<file path="config.mk">
export PLATFORM = sky130hd
export DESIGN_NAME = rm2eul_sqrt_cell
export DESIGN_NICKNAME = d
export VERILOG_FILES = /design/src/hdl/rm2eul_sqrt_cell.sv
export SDC_FILE = /design/constraint.sdc
export NUM_CORES = 1
export LEC_CHECK = 0
export ABC_AREA = 1
export BUFFER_PORTS_ARGS = -buffer_cell sky130_fd_sc_hd__buf_2
export CAP_MARGIN = 20
export CORE_ASPECT_RATIO = 1.25
export CORE_MARGIN = 10
export CORE_UTILIZATION = 49
export CTS_CLUSTER_SIZE = 30
export DETAILED_ROUTE_END_ITERATION = 10
export PLACE_DENSITY = 0.78
export SYNTH_ARGS = -nofsm -noshare
export SYNTH_HDL_FRONTEND = slang
export SYNTH_SLANG_ARGS = --single-unit
</file>
<file path="constraint.sdc">
create_clock -name aclk -period 1.9 [get_ports aclk]
set_input_delay 0.285 -clock aclk [delete_from_list [all_inputs] [get_ports aclk]]
set_output_delay 0.285 -clock aclk [all_outputs]
set_load 0.02 [all_outputs]
</file>
<file path="src/hdl/rm2eul_sqrt_cell.sv">
// ============================================================================
// rm2eul_sqrt_cell
// One digit step of a restoring integer square root, with a side payload.
// ============================================================================
`default_nettype none

module rm2eul_sqrt_cell #(
    parameter int VW      = 29,
    parameter int PW      = 8,
    parameter int BIT_POS = 28
) (
    input  wire logic          aclk,
    input  wire logic          en,
    input  wire logic [VW-1:0] v_in,
    input  wire logic [VW-1:0] res_in,
    input  wire logic [PW-1:0] pay_in,
    output logic      [VW-1:0] v_out,
    output logic      [VW-1:0] res_out,
    output logic      [PW-1:0] pay_out
);
    localparam logic [VW:0] BIT = (VW + 1)'(1) << BIT_POS;

    logic [VW:0] trial;
    logic [VW-1:0] v_reg, v_next, res_reg, res_next;
    logic [PW-1:0] pay_reg;

    always_comb begin
        trial = {1'b0, res_in} + BIT;
        if ({1'b0, v_in} >= trial) begin
            v_next   = VW'({1'b0, v_in} - trial);
            res_next = VW'({2'b0, res_in[VW-1:1]} + BIT);
        end else begin
            v_next   = v_in;
            res_next = {1'b0, res_in[VW-1:1]};
        end
    end

    always_ff @(posedge aclk) begin
        if (en) begin
            v_reg   <= v_next;
            res_reg <= res_next;
            pay_reg <= pay_in;
        end
    end

    assign v_out   = v_reg;
    assign res_out = res_reg;
    assign pay_out = pay_reg;

endmodule

`default_nettype wire

</file>
==> impl_metrics.csv, run 1 <==
group,metric,value,unit
synthesis,synth-edff-count,66,
final_layout,fin_util,76.5,%
setup_path,path_class,"primary input to register",
grt,antenna_found_initial,0,
synthesis,ys_async_sr_fraction,0,%
synthesis,synthCells,657,
synthesis,synth_top_area_cell,"edfxtp_1",
timing,fin_hold_ws,0.127,ns
synthesis,synthAdderAreaFrac,7.80,%
synthesis,synth.cell_area,5070,um2
clocking,clkTransAtPathRegs,0.06,ns
timing,fin_crit,1.94,ns
timing,slew_violations,0,
placement,dpl_worst_slack,-0.641,ns
pwr,internal_power,0.00348,W
synthesis,ys_warn_count,0,
pwr,combPwrFrac,36.7,%
synthesis,ys_seq_area_share,39.1,%
job,maxCapViolCount,0,
pwr,clkPwrFrac,29.4,%
final_layout,syn2layout_area_growth,52.4,%
status,violations,"setup timing",
clocking,cts_tree,"done",
synthesis,synth-xor-area-share,2.07,%
setup_path,startpoint_type,"primary input",
synthesis,yosys.area_share.simple,36.6,%
die,dieArea,14800,um2
final_layout,fill_cells,713,
routing,drtIter0Drc,330,
synthesis,synth.distinct_cells,32,
timing,hold_viol_final,0,
timing,timing.fmax,514,MHz
placement,dpl.cell_count,1040,
routing,dr.pass1.iters,7,
pwr,power_frac_seq,33.9,%
status,status,"finished, violations left",
pwr,leakagePower,4.12,nW
die,num_rows,41,
routing,ant_nets,0,
routing,drc,0,
die,start_util,50.2,%
hold_path,hp-class,"primary input to register",
timing,setup_viol,1,
timing,finalCritPeriodShare,102,%
routing,wl_per_cell,17.7,um
synthesis,synth_area_per_cell,7.72,um2
routing,drt_wl_total,18.9,mm
clocking,clockBufferDepth,2,
clocking,ctsHtreeMaxLevel,3,
synthesis,synth_most_common_cell,"nand2_1",
grt,grt_pass1_wl,26.5,mm
final_layout,multi_input_area,2950,um2
setup_path,crit_required,1.98,ns
final_layout,layout.area.seq,1980,um2
final_layout,drive_gt1_share,45.1,%
synthesis,synth_compound_area_share,2.20,%
final_layout,insertedDiodeCount,0,
hold_path,holdPathStages,1,
timing,tightest_slew,0.665,ns
synthesis,yosysTopAreaCellShare,39.1,%
final_layout,fin_nets,1035,
clocking,cts_root_buf,"clkbuf_16",
routing,vias,5440,
die,core_area,10100,um2
pwr,switchingPower,0.00184,W
placement,post-dp-hpwl,13.4,mm
timing,setup_slack,-0.0443,ns
setup_path,cp_max_fo,5,
timing,slew_headroom,55.6,%
pwr,max-vdd-ir-drop,0.451,mV
routing,viasPerCell,5.08,
synthesis,ys_ff_latch,66,
synthesis,ys_dominant_reg_cell,"edfxtp_1",
placement,gp_congestion,0.882,
final_layout,stdcell_count,1070,
die,fp.dieH,134,um
synthesis,synth_commonest_cells,"232 x nand2_1, 137 x inv_1, 66 x edfxtp_1",
grt,grt_start_max_net_pins,67,
synthesis,synth_top_family_by_area,"simple AND/OR/NAND/NOR gates",
pwr,finalPower,0.00532,W
die,io_pins,134,
grt,grt_overflow,0,
synthesis,synth_fp_nets,756,
setup_path,worst_setup_path_end_kind,"register",
clocking,clkSinkCount,66,
grt,grt_usage,22.1,%
setup_path,critPathArrivalTime,2.02,ns
synthesis,synthMuxAreaShare,0,%
die,die_x,111,um
grt,grt_pass1_vias,5406,
synthesis,yosys-top-cells-area,"edfxtp_1 39%, nand2_1 17%, inv_1 10%",
placement,io_buffers,133,
pwr,swShare,34.6,%
pwr,pwr_density_cell,688,nW/um2
clocking,cts_buffers,9,
layer usage:
| metal | up-vias | routed length [um] | track usage (%) |
|---|---|---|---|
| met4 | 0 | 630 | 7.39 |
| met2 | 228 | 10200 | 43.3 |
| li1 | 2620 | - | - |
| met3 | 49 | 1190 | 4.49 |
| met5 | - | 0 | 0 |
| met1 | 2543 | 6910 | 22.5 |
repair_timing:
item                                    CTS  global route
endpoints found under the setup margin   29            29
gates cloned                              1             4
pin swaps                                 2            24
buffers inserted                          4             5
hold buffers                              0             0
resized for setup                         8            76
state kept, by name, summed over array words and instances, names as in the netlist:
signal   count
v_out       29
res_out     29
pay_out      8
cell type report:
cell class,instances,area share (%)
multi-input combinational,446,38.1
inverter,139,6.82
sequential,66,25.6
timing repair buffer,274,23.8
clock inverter,7,0.583
clock buffer,9,2.91
tap,129,2.09
critical path: stages:
cell and delay, ns:
buf_2 0.11, ha_1 0.32, nand2_2 0.11, buf_4 0.14, inv_1 0.07, nand2_2 0.10, nand3_4 0.10, nand2_2 0.08
nand2_2 0.06, nand2_4 0.08, nand3_4 0.17, clkbuf_16 0.23, nand2_1 0.07, nand2_1 0.09
power groups by stage:
stage	Combinational [W]	Clock, W	Sequential [W]
2_1_floorplan	0.000719	0	0.00202
6_report	0.00195	0.00156	0.00180
3_5_place_dp	0.00166	0	0.00183
3_3_place_gp	0.00162	0	0.00183
4_1_cts	0.00172	0.00156	0.00180
5_1_grt	0.00210	0.00165	0.00181
worst paths after layout:
path	start	endpoint
setup / recovery	v_in[4]	v_out[6]
hold / removal	pay_in[5]	pay_out[5]
logic make-up after synthesis:
group / count (synthesis)
adder cells (fa/ha/maj): 31
AO/OA/AOI/OAI: 20
flip-flops: 66
buffers and inverters: 147
XOR/XNOR: 12
AND/OR/NAND/NOR: 381
layout by cell type, fill, tap and decap left out, types with 5 or more instances in the layout:
cell,synthesis,final
nor2_4,7,10
buf_2,1,132
xor2_1,12,12
nand2_2,13,26
edfxtp_1,66,66
nor2_1,31,27
nand2_4,2,6
nand2_1,232,215
nand3b_1,5,5
nand4_1,7,7
nor2_2,4,6
inv_2,2,11
inv_1,137,126
ha_4,0,22
nand3_1,41,37
buf_12,2,5
a21oi_1,15,9
clkbuf_16,0,11
nand3_2,32,36
buf_4,2,131
ha_1,30,8
through the flow:
step | cell area, um2 | setup TNS, ns
floorplan | 5090 | 0
global placement | 6820 | -13.98
detailed placement | 6820 | -17.35
CTS | 7190 | 0
global route | 7730 | -0.806
finish | 7730 | -0.0443
Power figures use the tool's default switching activity.
==> run 2: changes to the inputs <==
--- a/config.mk
+++ b/config.mk
@@ -5,15 +5,14 @@
 export SDC_FILE = /design/constraint.sdc
 export NUM_CORES = 1
 export LEC_CHECK = 0
-export ABC_AREA = 1
 export BUFFER_PORTS_ARGS = -buffer_cell sky130_fd_sc_hd__buf_2
 export CAP_MARGIN = 20
 export CORE_ASPECT_RATIO = 1.25
 export CORE_MARGIN = 10
-export CORE_UTILIZATION = 49
+export CORE_UTILIZATION = 46
 export CTS_CLUSTER_SIZE = 30
 export DETAILED_ROUTE_END_ITERATION = 10
-export PLACE_DENSITY = 0.78
+export PLACE_DENSITY = 0.77
 export SYNTH_ARGS = -nofsm -noshare
 export SYNTH_HDL_FRONTEND = slang
 export SYNTH_SLANG_ARGS = --single-unit
==> run 2 against run 1 <==
The run still ends with setup timing left. Critical path depth is 5 lower. Setup slack worse by 0.61 ns. Power is 8.7% lower. Via count is 30% lower. Largest cell class unchanged.
==> impl_metrics.csv, run 2 <==
group,metric,value,unit
timing,slew_headroom,66.9,%
timing,setup_tns,-16.36,ns
synthesis,ys_async_sr_fraction,0,%
synthesis,synth_most_common_cell,"edfxtp_1",
placement,place_area,5410,um2
grt,grt_pass1_wl,18.2,mm
grt,antenna_found_initial,0,
grt,grt_pass1_vias,3831,
synthesis,synth_top_family_by_area,"compound AO/OA/AOI/OAI gates",
synthesis,ys_seq_area_share,50.2,%
synthesis,synth_fp_nets,451,
routing,vias,3798,
die,num_rows,37,
timing,grt_setup_unrepaired,"yes",
timing,timing.fmax,392,MHz
setup_path,worst_setup_path_end_kind,"register",
pwr,max-vdd-ir-drop,0.425,mV
synthesis,yosys-top-cells-area,"edfxtp_1 50%, ha_1 9.5%, a21oi_1 5.2%",
synthesis,synthMuxAreaShare,2.85,%
final_layout,multi_input_area,2180,um2
status,status,"finished, violations left",
placement,post-dp-hpwl,8.50,mm
synthesis,ys_ff_latch,66,
synthesis,ys_dominant_reg_cell,"edfxtp_1",
routing,dr.pass1.iters,5,
setup_path,startpoint_type,"primary input",
grt,grt_start_max_net_pins,30,
clocking,hold_buffers,0,
final_layout,syn2layout_area_growth,56.3,%
die,fp.dieH,124,um
routing,drt_wl_total,12.8,mm
clocking,clkSinkCount,66,
final_layout,final_common_cell,"buf_2",
hold_path,min_to,"pay_out[7]",
hold_path,hp-class,"primary input to register",
grt,grt_overflow,0,
synthesis,synth.cell_area,3950,um2
clocking,ctsHtreeMaxLevel,3,
final_layout,fill_cells,504,
clocking,cts_root_buf,"clkbuf_8",
setup_path,crit_required,2.01,ns
timing,tightest_slew,0.496,ns
clocking,clkTransAtPathRegs,0.07,ns
status,violations,"setup timing",
synthesis,synth.distinct_cells,49,
clocking,clockBufferDepth,2,
hold_path,min_from,"pay_in[7]",
routing,viasPerCell,5.53,
die,die_x,103,um
synthesis,synth-edff-count,66,
pwr,pwr_density_cell,787,nW/um2
final_layout,layout.area.seq,1980,um2
setup_path,cp_max_fo,6,
placement,gp_congestion,0.881,
timing,slew_violations,0,
setup_path,path_class,"primary input to register",
die,dieArea,12700,um2
setup_path,critPathArrivalTime,2.67,ns
synthesis,synthCells,352,
routing,drtIter0Drc,274,
synthesis,synth-xor-area-share,5.55,%
clocking,cts_buffers,9,
synthesis,synth_top_area_cell,"edfxtp_1",
timing,setup_slack,-0.653,ns
grt,grt_usage,18.3,%
timing,hold_viol_final,0,
synthesis,synth_compound_area_share,17.1,%
final_layout,drive_gt1_share,53.5,%
final_layout,final_cell_mix,"132 x buf_2, 87 x buf_4, 66 x edfxtp_1, 31 x a21oi_1, 29 x inv_1",
final_layout,design_area,6170,um2
routing,ant_nets,0,
synthesis,yosys.area_share.simple,9.42,%
synthesis,synth_commonest_cells,"66 x edfxtp_1, 41 x a21oi_1, 32 x inv_1",
die,io_pins,134,
timing,fin_crit,2.55,ns
routing,wl_per_cell,18.6,um
routing,drc,0,
synthesis,ys_warn_count,0,
hold_path,holdPathStages,1,
clocking,cts_tree,"done",
placement,io_buffers,133,
timing,setup_viol,30,
timing,fin_hold_ws,0.0887,ns
die,core_area,8290,um2
die,start_util,47.6,%
timing,finalCritPeriodShare,134,%
synthesis,yosysTopAreaCellShare,50.2,%
synthesis,synth_area_per_cell,11.2,um2
job,maxCapViolCount,0,
synthesis,synthAdderAreaFrac,10.0,%
final_layout,fin_nets,684,
pwr,leakagePower,2.82,nW
[run 2: changes by cell type after synthesis, sizes merged, moves of 6 or more]
cell | previous run | this run
o21ai | 4 | 12
clkbuf | 0 | 6
xnor2 | 0 | 14
a31oi | 0 | 6
a21oi | 16 | 42
nand2 | 247 | 13
nand3 | 74 | 3
mux2 | 0 | 10
nor2 | 42 | 31
inv | 139 | 32
a21o | 0 | 16
[run 2: critical path: stages]
cell     delay [ns]
buf_2          0.13
ha_1           0.32
nand4_1        0.26
or4b_1         0.58
o31ai_2        0.25
a22oi_2        0.20
o21ai_4        0.14
buf_12         0.19
mux2_4         0.31
[run 2: report_power, final]
| group | leakage, nW | internal (W) | switching (W) |
|---|---|---|---|
| sequential | 0.646 | 0.00177 | 0.0000318 |
| clock | 0.113 | 0.000857 | 0.000566 |
| combinational | 2.06 | 0.000744 | 0.000886 |
| total | 2.82 | 0.00337 | 0.00148 |
[run 2: final cells by class]
cell class                 instances  area share, %
clock inverter                     6           1.72
inverter                          32           2.15
tap                               97           1.97
multi-input combinational        245           35.4
antenna                            1         0.0406
sequential                        66           32.1
timing repair buffer             231           24.5
clock buffer                       9           2.01
[run 2: how the worst max path moves through the flow]
stage                from        end  slack (ns)  depth (start not counted)
6_report         v_in[19]   v_out[5]       -0.65                          9
5_1_grt           v_in[3]   v_out[5]       -0.74                         10
4_1_cts           v_in[2]  v_out[17]       -0.55                         11
3_5_place_dp   res_in[11]   v_out[1]       -1.11                         10
3_3_place_gp   res_in[11]   v_out[7]       -1.06                         10
2_1_floorplan     v_in[0]  v_out[10]       -0.79                         12
[run 2: routing by layer]
metal	track usage, %	vias to the layer above	wire (um)
met3	6.86	31	1180
met2	32.2	188	6530
met4	5.92	0	335
met1	19.7	1800	4750
li1	-	1779	-
met5	0	-	0
[run 2: per-stage QoR]
step / power [W] / util [%] / std cells / setup WS (ns)
final: 0.00485 / 74.4 / 687 / -0.653
after global routing: 0.00505 / 74.4 / 686 / -0.737
after CTS: 0.00471 / 71.2 / 683 / -0.552
after detailed placement: 0.00318 / 65.3 / 656 / -1.11
after global placement: 0.00315 / 65.3 / 656 / -1.06
after floorplan: 0.00260 / - / 352 / -0.786
[run 2: logic make-up after synthesis]
logic type,after synthesis
buffers and inverters,44
xor gates and xnor gates,25
and+or+nand+nor,75
adders and majority gates,31
AOI/OAI and AO/OA,101
muxes,10
DFF,66
[run 2: repair_timing]
| item | in CTS | in global routing |
|---|---|---|
| pin swaps | 9 | 8 |
| setup endpoints to repair | 30 | 30 |
| buffers inserted | 9 | 3 |
| cloned | 3 | 0 |
| gates resized for setup | 38 | 49 |
==> run 3: changes to the inputs <==
--- a/config.mk
+++ b/config.mk
@@ -7,7 +7,6 @@
 export LEC_CHECK = 0
 export BUFFER_PORTS_ARGS = -buffer_cell sky130_fd_sc_hd__buf_2
 export CAP_MARGIN = 20
-export CORE_ASPECT_RATIO = 1.25
 export CORE_MARGIN = 10
 export CORE_UTILIZATION = 46
 export CTS_CLUSTER_SIZE = 30
==> run 3 against run 2 <==
The run still ends with setup timing left. Sequential cell count stayed put. Final cell count is 4.2% higher. Clock power is 5% lower. Die area is 0.19% lower. Largest cell class unchanged. Highest routed layer unchanged.
==> impl_metrics.csv, run 3 (same netlist as run 2, synthesis figures left out) <==
group,metric,value,unit
setup_path,crit_top_cell,"buf_12",
die,num_rows,33,
final_layout,syn2layout_area_growth,60.5,%
pwr,power_frac_seq,36.9,%
die,fp.dieH,113,um
routing,wl_per_cell,20.1,um
setup_path,crit_buf_inv,5,
die,core_area,8300,um2
job,maxCapViolCount,0,
final_layout,final_common_cell,"buf_2",
final_layout,final_cell_mix,"132 x buf_2, 106 x buf_4, 66 x edfxtp_1, 30 x inv_1, 29 x a21oi_1",
die,start_util,47.6,%
pwr,swShare,32.5,%
timing,timing.fmax,388,MHz
timing,hold_viol_final,0,
clocking,clkTransAtPathRegs,0.07,ns
die,dieArea,12700,um2
setup_path,critPathTopFamily,"compound AO/OA/AOI/OAI gates",
pwr,combPwrFrac,35.5,%
die,io_pins,134,
timing,setup_viol,30,
routing,vias,4098,
hold_path,hp-class,"primary input to register",
final_layout,drive_gt1_share,55.0,%
timing,grt_setup_unrepaired,"yes",
grt,antenna_found_initial,0,
setup_path,cp_cell_sequence,"buf_12 -> inv_12 -> ha_4 -> inv_2 -> fa_2 -> a21o_1 -> a221oi_4 -> o211a_4 -> o221ai_4 -> a21oi_4 -> buf_6 -> o21ai_4 -> buf_12 -> mux2_4",
setup_path,worst_setup_path_end_kind,"register",
timing,fin_crit,2.57,ns
pwr,pwr_density_cell,771,nW/um2
final_layout,insertedDiodeCount,0,
grt,grt_start_max_net_pins,67,
pwr,switchingPower,0.00159,W
timing,fin_hold_ws,0.0924,ns
routing,dr.pass1.iters,5,
grt,grt_usage,19.9,%
final_layout,fin_nets,705,
placement,post-dp-hpwl,8.81,mm
status,status,"finished, violations left",
timing,slew_violations,0,
timing,tightest_slew,0.464,ns
routing,viasPerCell,5.72,
routing,drtIter0Drc,264,
pwr,internal_power,0.00329,W
pwr,clkPwrFrac,27.6,%
setup_path,startpoint_type,"primary input",
timing,slew_headroom,68.2,%
clocking,clkSinkCount,66,
die,die_x,113,um
pwr,leakagePower,2.92,nW
clocking,clockBufferDepth,2,
clocking,cts_buffers,9,
routing,drt_wl_total,14.4,mm
routing,drc,0,
routing,ant_nets,0,
setup_path,path_class,"primary input to register",
grt,grt_pass1_vias,4219,
setup_path,cp_max_fo,4,
status,violations,"setup timing",
placement,gp_congestion,0.901,
grt,grt_overflow,0,
grt,grt_pass1_wl,20.6,mm
clocking,cts_root_buf,"clkbuf_8",
clocking,cts_tree,"done",
clocking,ctsHtreeMaxLevel,3,
pwr,max-vdd-ir-drop,0.445,mV
placement,io_buffers,133,
setup_path,critPathArrivalTime,2.69,ns
timing,finalCritPeriodShare,136,%
pwr,finalPower,0.00488,W
setup_path,slowest_delay,0.33,ns
setup_path,crit_required,2.02,ns
setup_path,critPathSlowestCell,"fa_2",
timing,setup_slack,-0.675,ns
-- run 3: changes by cell type in the layout (fill, tap and decap cells not counted), moves of 2 or more --
| cell | previous run | this run |
|---|---|---|
| nor2_4 | 15 | 12 |
| a21oi_1 | 31 | 29 |
| nor2_1 | 13 | 16 |
| a31oi_4 | 0 | 2 |
| buf_4 | 87 | 106 |
| a21oi_4 | 1 | 3 |
| buf_6 | 4 | 7 |
-- run 3: metrics by stage --
step	utilization [%]	worst slack, ns	cells	cell area (um2)	setup TNS, ns
global placement	66.7	-1.11	679	5530	-31.52
floorplan	-	-0.786	352	4040	-19.79
global route	76.3	-0.721	716	6330	-19.13
finish	76.3	-0.675	716	6330	-17.68
detailed placement	66.7	-1.19	679	5530	-33.54
CTS	74.0	-0.588	712	6140	-16.11
-- run 3: per-layer routing --
metal  share of wire [%]  routed length, um  vias to the layer above  GRT usage, %
li1                    -                  -                     1820             -
met1                  37               5260                     1907          21.5
met2                  48               6890                      282          34.3
met3                 9.6               1380                       89          6.71
met4                 5.7                815                        0          8.88
met5                   0                  0                        -             0
-- run 3: timing repair --
action	CTS	global route
gates resized for setup	46	36
cloned	5	0
setup endpoints to repair	30	30
buffers inserted	12	6
pin swaps	8	9
hold buffers	0	0
-- run 3: final timing paths --
check                 startpoint  cells after the start         end
worst min-delay path   pay_in[0]                      1  pay_out[0]
worst max-delay path     v_in[0]                     14   v_out[10]
-- run 3: area by class of cell --
type,instances,area (um2)
Tap cell,105,131
Inverter,32,133
Clock inverter,7,92.6
Multi-Input combinational cell,245,2190
Sequential cell,66,1980
Fill cell,497,1970
Timing Repair Buffer,252,1680
Clock buffer,9,124
-- run 3: power by group through the flow --
| stage | combinational (W) | clock (W) | sequential (W) |
|---|---|---|---|
| after global routing | 0.00183 | 0.00144 | 0.00182 |
| after floorplan | 0.000578 | 0 | 0.00203 |
| after detailed placement | 0.00138 | 0 | 0.00183 |
| after CTS | 0.00158 | 0.00135 | 0.00180 |
| after global placement | 0.00135 | 0 | 0.00183 |
| final | 0.00173 | 0.00135 | 0.00180 |
